## src/rtl/ifps_pkg.sv

```systemverilog
// Shared types and constants for the interpolating FIR pulse shaper.
package ifps_pkg;

  localparam int OP_LOAD   = 0;
  localparam int OP_FILTER = 1;

  localparam int REG_INTERP    = 0;
  localparam int REG_TAP_COUNT = 1;

  localparam int CFG_IDX_BITS  = 1;
  localparam int CFG_DATA_BITS = 7;

  typedef struct packed {
    logic              operation;
    logic [5:0]        tap_index;
    logic signed [15:0] tap_re;
    logic signed [15:0] tap_im;
    logic signed [15:0] sample_re;
    logic signed [15:0] sample_im;
  } in_item_t;

  typedef struct packed {
    logic signed [15:0] out_re;
    logic signed [15:0] out_im;
    logic [3:0]         phase;
    logic               last_of_run;
  } out_item_t;

  typedef enum logic [1:0] {
    ST_IDLE,
    ST_MAC,
    ST_DRAIN,
    ST_EMIT
  } mac_state_t;

endpackage

```

## src/rtl/ifps_front.sv

```systemverilog
// Front end: input queue that holds requests until the MAC engine takes them.
module ifps_front (
  input  logic                clk,
  input  logic                rst,
  input  logic                push,
  output logic                full,
  input  ifps_pkg::in_item_t  in_item,
  output logic                q_valid,
  input  logic                q_take,
  output ifps_pkg::in_item_t  q_item
);

  ifps_pkg::in_item_t slot [2];
  logic [1:0] count;
  logic       wptr;
  logic       rptr;
  logic       do_push;
  logic       do_pop;

  assign full    = (count == 2'd2);
  assign q_valid = (count != 2'd0);
  assign q_item  = slot[rptr];
  assign do_push = push && !full;
  assign do_pop  = q_take && q_valid;

  // Store incoming request
  always_ff @(posedge clk) begin
    if (do_push) begin
      slot[wptr] <= in_item;
    end
  end

  // Advance pointers and count
  always_ff @(posedge clk) begin
    if (rst) begin
      count <= 2'd0;
      wptr  <= 1'b0;
      rptr  <= 1'b0;
    end else begin
      if (do_push) wptr <= ~wptr;
      if (do_pop)  rptr <= ~rptr;
      count <= count + {1'b0, do_push} - {1'b0, do_pop};
    end
  end

  a_count_max: assert property (@(posedge clk) disable iff (rst) count <= 2'd2)
    else $error("front queue overflow");
  a_full_blocks: assert property (@(posedge clk) disable iff (rst)
    (full && !do_pop) |=> full)
    else $error("full dropped without pop");
  a_empty_stays: assert property (@(posedge clk) disable iff (rst)
    (!q_valid && !do_push) |=> !q_valid)
    else $error("queue became nonempty without push");

endmodule

```

## config.mk

```make
export PLATFORM = sky130hd
export DESIGN_NAME = ifps_front
export DESIGN_NICKNAME = d
export VERILOG_FILES = /design/src/rtl/ifps_pkg.sv /design/src/rtl/ifps_front.sv
export SDC_FILE = /design/constraint.sdc
export NUM_CORES = 1
export LEC_CHECK = 0
export ABC_AREA = 1
export BUFFER_PORTS_ARGS = -buffer_cell sky130_fd_sc_hd__buf_4
export CAP_MARGIN = 20
export CORE_MARGIN = 2
export CORE_UTILIZATION = 40
export CTS_CLUSTER_DIAMETER = 200
export DETAILED_ROUTE_END_ITERATION = 6
export GPL_ROUTABILITY_DRIVEN = 1
export PLACE_DENSITY_LB_ADDON = 0.1
export SYNTH_ARGS = -nofsm -noshare
export SYNTH_HDL_FRONTEND = slang
export SYNTH_SLANG_ARGS = --single-unit
```

## constraint.sdc

```tcl
create_clock -name clk -period 11.5 [get_ports clk]
set_input_delay 1.15 -clock clk [delete_from_list [all_inputs] [get_ports clk]]
set_output_delay 1.15 -clock clk [all_outputs]
set_load 0.02 [all_outputs]
```

Word-level counts from Yosys, hierarchy flattened
Memories as Yosys holds them, arrays and structs flattened. A register that Yosys moved wholly into a read port is not among the register bits.
Cells that the tools add are included.

cells by class
  add/subtract/negate cells = 2
  equality and inequality tests = 1
  multiplexer cells = 4
  bitwise operators = 2
  reduce and logical (&&, ||, !) cells = 4

operators with widths
  operator                               number
  2-to-1 mux 1 bit                       4
  adder 2 x 1 -> 2 bit                   1
  == test 2 bit (second input constant)  1
  logical AND 1 bit                      2
  inverter 1 bit                         2
  nonzero test 2 bit                     1
  subtractor 2 x 1 -> 2 bit              1
  logical NOT 1 bit                      1

word-level totals
  register bits = 4
  bits in writable memories = 142
  memories = 1

memory list
  memory  words  width  rd ports  clocked after Yosys merged registers in  write ports  line              text
  slot    2      71     1         1                                        1            ifps_front.sv:13  ifps_pkg::in_item_t slot [2];

Logic depth before layout (Yosys ltp)
Gate-level depths: netlist (run 1).

  depth after elaboration = 5
  gate-level depth with buffers = 11
  mapped depth without buffers = 11

Worst setup path before layout (run 1)
Ideal clock, no wire load.

  kind = input to register
  from = in push
  to = mem slot[0][0] (netlist bit) (enable)
  arrival time = 4.183 ns
  path slack = 6.817 ns
  stages = 2
  buffers on the path = 0
  cells stage by stage = nand2_1 -> nor2_1

between the ends
  word-level cells in the longest chain between the ends = 3

ends and longest elaborated chain
  item                                    line              text
  start: declaration                      ifps_front.sv:5   input logic push,
  logical AND 1 bit                       ifps_front.sv:23  assign do_push = push && !full;
  2-to-1 mux 1 bit                        ifps_front.sv:28  if (do_push) begin
  2-to-1 mux 1 bit (implied by the code)  ifps_front.sv:29  slot[wptr] <= in_item;
  end: declaration                        ifps_front.sv:13

No other way between the ends.

==> metrics.md, run 1 <==
| Metric | Value |
|---|---|
| Pin count of the biggest net entering global routing | 43 |
| Gate Count Post-Synth | 259 |
| Residual DRC count | 0 |
| Final Hold Viols | 0 |
| Post_cts resized | 0 |
| Core Box Area | 13930 µm² |
| Root Buffer | clkbuf_16 |
| Critical Path Start Type | flip-flop |
| Overall Power | 1.748 mW |
| Routed len/inst | 15.69 µm |
| Yosys reg bits | 147 |
| Ports | 148 |
| Rows | 43 |
| Initial antenna violation count | 0 |
| Setup Skew | 3.670 ps |
| Worst reg2reg startpoint | count[0] |
| Sequential Area | 4368 µm² |
| DR pass1 iterations | 4 |
| Max VDD drop | 140.1 µV |
| Worst-margin pin slew | 785.6 ps |
| Sequential element share of the synthesized area | 76.22% |
| Layout filler cell count | 1129 |
| CP Capture Type | output port |
| Hold_ws | 516.9 ps |
| H-tree depth | 4 |
| CP arrival | 2400 ps |
| Multi-input gate area | 1184 µm² |
| Starting density of the core | 41.09% |
| Final cycle utilization of the critical path | 30.83% |
| Number of global-route vias before repair | 2853 |
| Max-slew violation count | 0 |
| Post-CTS Setup Inserts | 0 |
| TNS Setup | 0 ps |
| Yosys cell types | 12 |
| Clk sinks | 147 |
| Adder-cell share of the synthesized area | 0.4371% |
| Iter 0 DRT Violations | 172 |
| RePlAce Congestion | 0.7082 |
| Worst hold path startpoint | rptr |
| Status | finished clean |
| CTS hold repair buffers | 0 |
| CTS tree | yes |
| Remaining Overflow, GRT | 0 |
| Most common cell after layout, fill and taps aside | buf_4 |
| RSZ-0062 raised after global routing | no |
| Mapped Area | 5725 µm² |
| Total Routing Usage GR | 13.09% |
| Most frequent cells in the layout | buf_4 (151), edfxtp_1 (142), mux2_4 (70), clkbuf_16 (17) |
| Clk buf depth | 2 |
| Post-DRT Antenna Nets | 0 |
| Worst-path maximum fanout | 42 |
| Yosys synthesis warning count | 0 |
| Worst-path clk slew | 50 ps |
| Final Setup Violations | 0 |
| Min-Delay Path Class | reg -> reg |
| Die height | 123.6 µm |
| Post-synthesis compound-gate area fraction | 0.1748% |
| Post-layout min period | 3545 ps |
| Max_slew headroom | 47.63% |
| Total Routed Length | 9618 µm |
| Synth Area in XOR/XNOR | 0% |
| Fraction of layout cells with a size suffix above 1 | 58.43% |
| Max cap viols | 0 |
| PortBufs | 147 |
| Worst skew pair latency | 400 ps |
| Leak | 3.010 nW |
| CTS buffer count | 17 |
| Mean Syn Cell Area | 22.11 µm² |
| PD cells | 231.8 nW/µm² |
| Final #Nets | 498 |
| First-pass GRT wire length | 14390 µm |
| Post-DP HPWL | 6294 µm |
| Full die area | 15290 µm² |
| Largest family of logic cells by synthesized area | multiplexers |
| Vias per inst | 4.537 |
| Antenna diodes | 0 |
| Syn_nets | 336 |
| Multiplexer share of the synthesized area | 18.55% |
| Fmax | 282.0 MHz |
| Width of the die | 123.6 µm |
| Worst Path Required | 10350 ps |
| Crit Path Category | reg -> out |
| Simple-gate share of the synthesized area | 1.377% |
| Via count | 2781 |
| P&R area growth vs syn | 31.71% |
cell usage after synthesis:
cell      instances  area (µm²)
nor2_1            9       33.78
buf_6             1       11.26
ha_1              2       25.02
nand3_1           3       15.01
edfxtp_1        142        4264
buf_12            7       140.1
mux2_4           70        1051
nand2_1           8       30.03
a21oi_1           2       10.01
inv_1             9       33.78
dfxtp_1           5       100.1
mux2_2            1       11.26
sequential cells by signal (all words and copies together) (netlist names), named ones only:
signal	count
wptr	1
slot	142
count	2
rptr	1
worst max-delay path, cell delays in order (launching register included):
cell	delay [ps]
dfxtp_4	720
buf_4	740
mux2_4	360
buf_4	160
power by group:
part	internal (mW)	switching (mW)
Combinational	0.242	0.241
Sequential	0.679	0.0362
Clock	0.358	0.192
layer usage:
| layer | vias to the layer above | track usage (%) | share of wire [%] |
|---|---|---|---|
| li1 | 1323 | - | - |
| met1 | 1344 | 14.70 | 38 |
| met2 | 98 | 21.19 | 52 |
| met3 | 16 | 5.495 | 7.9 |
| met4 | 0 | 7.031 | 2.1 |
| met5 | - | 0 | 0 |
final cells by class:
type                            instances  share of cell area [%]
Sequential cell                       147                   57.92
Clock buffer                           18                   5.691
Multi-Input combinational cell         95                   15.70
Inverter                                9                  0.4646
Tap cell                              180                   2.987
Timing Repair Buffer                  151                   15.03
Clock inverter                         13                   2.207
per-stage QoR:
step / setup WS, ps / utilization (%) / instance area, µm² / instances
2_1_floorplan: 6817 / - / 5725 / 259
3_3_place_gp: 8303 / 49.84 / 6945 / 582
3_5_place_dp: 8283 / 49.84 / 6945 / 582
4_1_cts: 7839 / 54.12 / 7541 / 613
5_1_grt: 7796 / 54.12 / 7541 / 613
6_report: 7955 / 54.12 / 7541 / 613
cells by family (layout without fill, tap and decap cells):
logic type,Yosys count,in the layout
flip-flops,147,147
multiplexers,71,71
AND/OR/NAND/NOR,20,20
buffers and inverters,17,191
adder cells (fa/ha/maj),2,2
AO/OA/AOI/OAI,2,2
final timing paths:
check	cells past startpoint	slack, ps	to
worst max-delay path	3	7950	q_item[48]
worst min register to register	2	520	flip-flop
worst min-delay path	2	520	flip-flop
worst max register to register	5	9380	slot[1][35]
No activity file was read; power rests on OpenSTA's default activity.
==> run 2: changes to the inputs <==
clock period = 2.9 ns   (was 11.5 ns; I/O delays follow)
==> run 2 against run 1 <==
  * Utilization up 1.1 points
  * Sequential power rose to 4.0 times the previous value
  * Critical endpoint is now q_item[10]
  * Final cell count up 0.33%
==> metrics.md, run 2 (synthesized netlist as in run 1, its figures left out) <==
| Metric | Value |
|---|---|
| Largest registers | slot (142), count (2) |
| PortBufs | 147 (unchanged) |
| Residual DRC count | 0 (unchanged) |
| Rows | 43 (unchanged) |
| P&R area growth vs syn | 34.33% |
| Worst hold path startpoint | rst |
| RSZ-0062 raised after global routing | no |
| Crit Path Category | reg -> out |
| Final #Nets | 499 (+0.20%) |
| Met2 GRT Util | 21.36% (+0.17 points) |
| Global routing's busiest layer | met2 |
| Full die area | 15290 µm² (unchanged) |
| Top reg by flops | slot |
| CP arrival | 2020 ps (-380 ps) |
| Final cycle utilization of the critical path | 79.51% |
| Post_cts resized | 0 (unchanged) |
| Width of the die | 123.6 µm (unchanged) |
| Fmax | 433.7 MHz |
| Clk sinks | 147 (unchanged) |
| Post-CTS Setup Inserts | 0 (unchanged) |
| Number of global-route vias before repair | 2824 (-1.0%) |
| Max_slew headroom | 56.53% (+8.9 points) |
| PD cells | 951.8 nW/µm² (+310%) |
| RePlAce Congestion | 0.7217 (+1.9%) |
| Post-layout min period | 2306 ps |
| Final Hold Viols | 0 (unchanged) |
| Max VDD drop | 538.5 µV (+280%) |
| Setup Skew | 5.621 ps (+1.951 ps) |
| Fraction of layout cells with a size suffix above 1 | 58.62% (+0.19 points) |
| First-pass GRT wire length | 14200 µm (-1.3%) |
| Pin count of the biggest net entering global routing | 58 (+35%) |
| CTS buffer count | 17 (unchanged) |
| Initial antenna violation count | 0 (unchanged) |
| Most frequent cells in the layout | buf_4 (149), edfxtp_1 (142), mux2_4 (70), clkbuf_16 (17) |
| Antenna diodes | 0 (unchanged) |
| CTS hold repair buffers | 0 (unchanged) |
| Status | finished clean |
| Leak | 3.065 nW (+1.8%) |
| Starting density of the core | 41.09% (unchanged) |
| CP Capture Type | output port |
| DR pass1 iterations | 6 (+2) |
| Final Setup Violations | 0 (unchanged) |
| Worst Path Required | 2610 ps (-7740 ps) |
| Max cap viols | 0 (unchanged) |
| Min-Delay Path Class | in -> reg |
| TNS Setup | 0 ps (unchanged) |
| Overall Power | 7.320 mW (+320%) |
| Worst-margin pin slew | 650.5 ps (-135.1 ps) |
| Clk buf depth | 2 (unchanged) |
| Critical Path Start Type | flip-flop |
| H-tree depth | 4 (unchanged) |
| Post-DP HPWL | 6444 µm (+2.4%) |
| Grt met3 use | 5.632% (+0.14 points) |
| DP Area | 6990 µm² (+0.65%) |
| Worst reg2reg startpoint | count[0] |
| Via count | 2782 (+0.036%) |
| Worst skew pair latency | 410 ps (about the same) |
| Root Buffer | clkbuf_16 |
| CTS tree | yes |
| Hold_ws | 40.97 ps (-475.9 ps) |
| Vias per inst | 4.524 (-0.29%) |
| Total Routed Length | 9823 µm (+2.1%) |
| Final instance area | 7691 µm² (+2.0%) |
| Remaining Overflow, GRT | 0 (unchanged) |
| Core Box Area | 13930 µm² (unchanged) |
| Met1 usage | 14.70% (about the same) |
| Post-DRT Antenna Nets | 0 (unchanged) |
| Die height | 123.6 µm (unchanged) |
| Ports | 148 (unchanged) |
| Routed len/inst | 15.97 µm (+1.8%) |
| Iter 0 DRT Violations | 147 (-15%) |
| Worst-path clk slew | 60 ps (about the same) |
| Largest register FFs | 142 (unchanged) |
| Worst-path maximum fanout | 26 (-38%) |
| Total Routing Usage GR | 13.08% (about the same) |
| Max-slew violation count | 0 (unchanged) |
| Most common cell after layout, fill and taps aside | buf_4 |
[run 2: cell count changes in the layout (fill, tap and decap cells not counted), sizes merged]
| cell | before | now |
|---|---|---|
| clkinvlp | 0 | 1 |
| clkbuf | 18 | 23 |
| bufinv | 4 | 7 |
| clkinv | 10 | 2 |
| buf | 151 | 152 |
[run 2: through the flow]
stage          utilization [%]  cells  setup slack [ps]
6_report                 55.19    615             594.3
3_5_place_dp             50.17    583             977.9
4_1_cts                  55.19    615             550.0
3_3_place_gp             50.17    583              1024
2_1_floorplan                -    259             64.93
5_1_grt                  55.19    615             497.4
[run 2: where the power goes]
| part | switching (mW) | internal, mW | leakage, nW | total, mW |
|---|---|---|---|---|
| logic | 0.964 | 0.986 | 1.36 | 1.95 |
| registers | 0.142 | 2.69 | 1.37 | 2.83 |
| clock network | 0.770 | 1.77 | 0.338 | 2.54 |
| total | 1.88 | 5.45 | 3.06 | 7.32 |
[run 2: area by class of cell]
| type | count | area (µm²) |
|---|---|---|
| repair buffers | 152 | 1179 |
| fillers | 1129 | 6243 |
| flip-flops and latches | 147 | 4368 |
| clock buffers | 23 | 478.0 |
| inverters | 9 | 35.03 |
| well taps | 180 | 225.2 |
| clock inverters | 9 | 222.7 |
| multi-input cells | 95 | 1184 |
[run 2: path summary, 6_finish.rpt]
path	to	slack, ps	cells past startpoint
worst max-delay path	q_item[10]	590	3
worst min-delay path	count[0]	40	2
worst max register to register	slot[0][34]	1040	5
worst min register to register	rptr	510	2
[run 2: worst max-delay path: stages, from the launching register on]
cell	delay [ps]
dfxtp_4	690
buf_4	400
mux2_4	330
buf_4	160
[run 2: per-layer routing]
| layer | vias to the layer above | wire length (µm) |
|---|---|---|
| met2 | 92 | 5040 |
| li1 | 1329 | - |
| met3 | 15 | 757 |
| met5 | - | 0 |
| met4 | 0 | 178 |
| met1 | 1346 | 3847 |
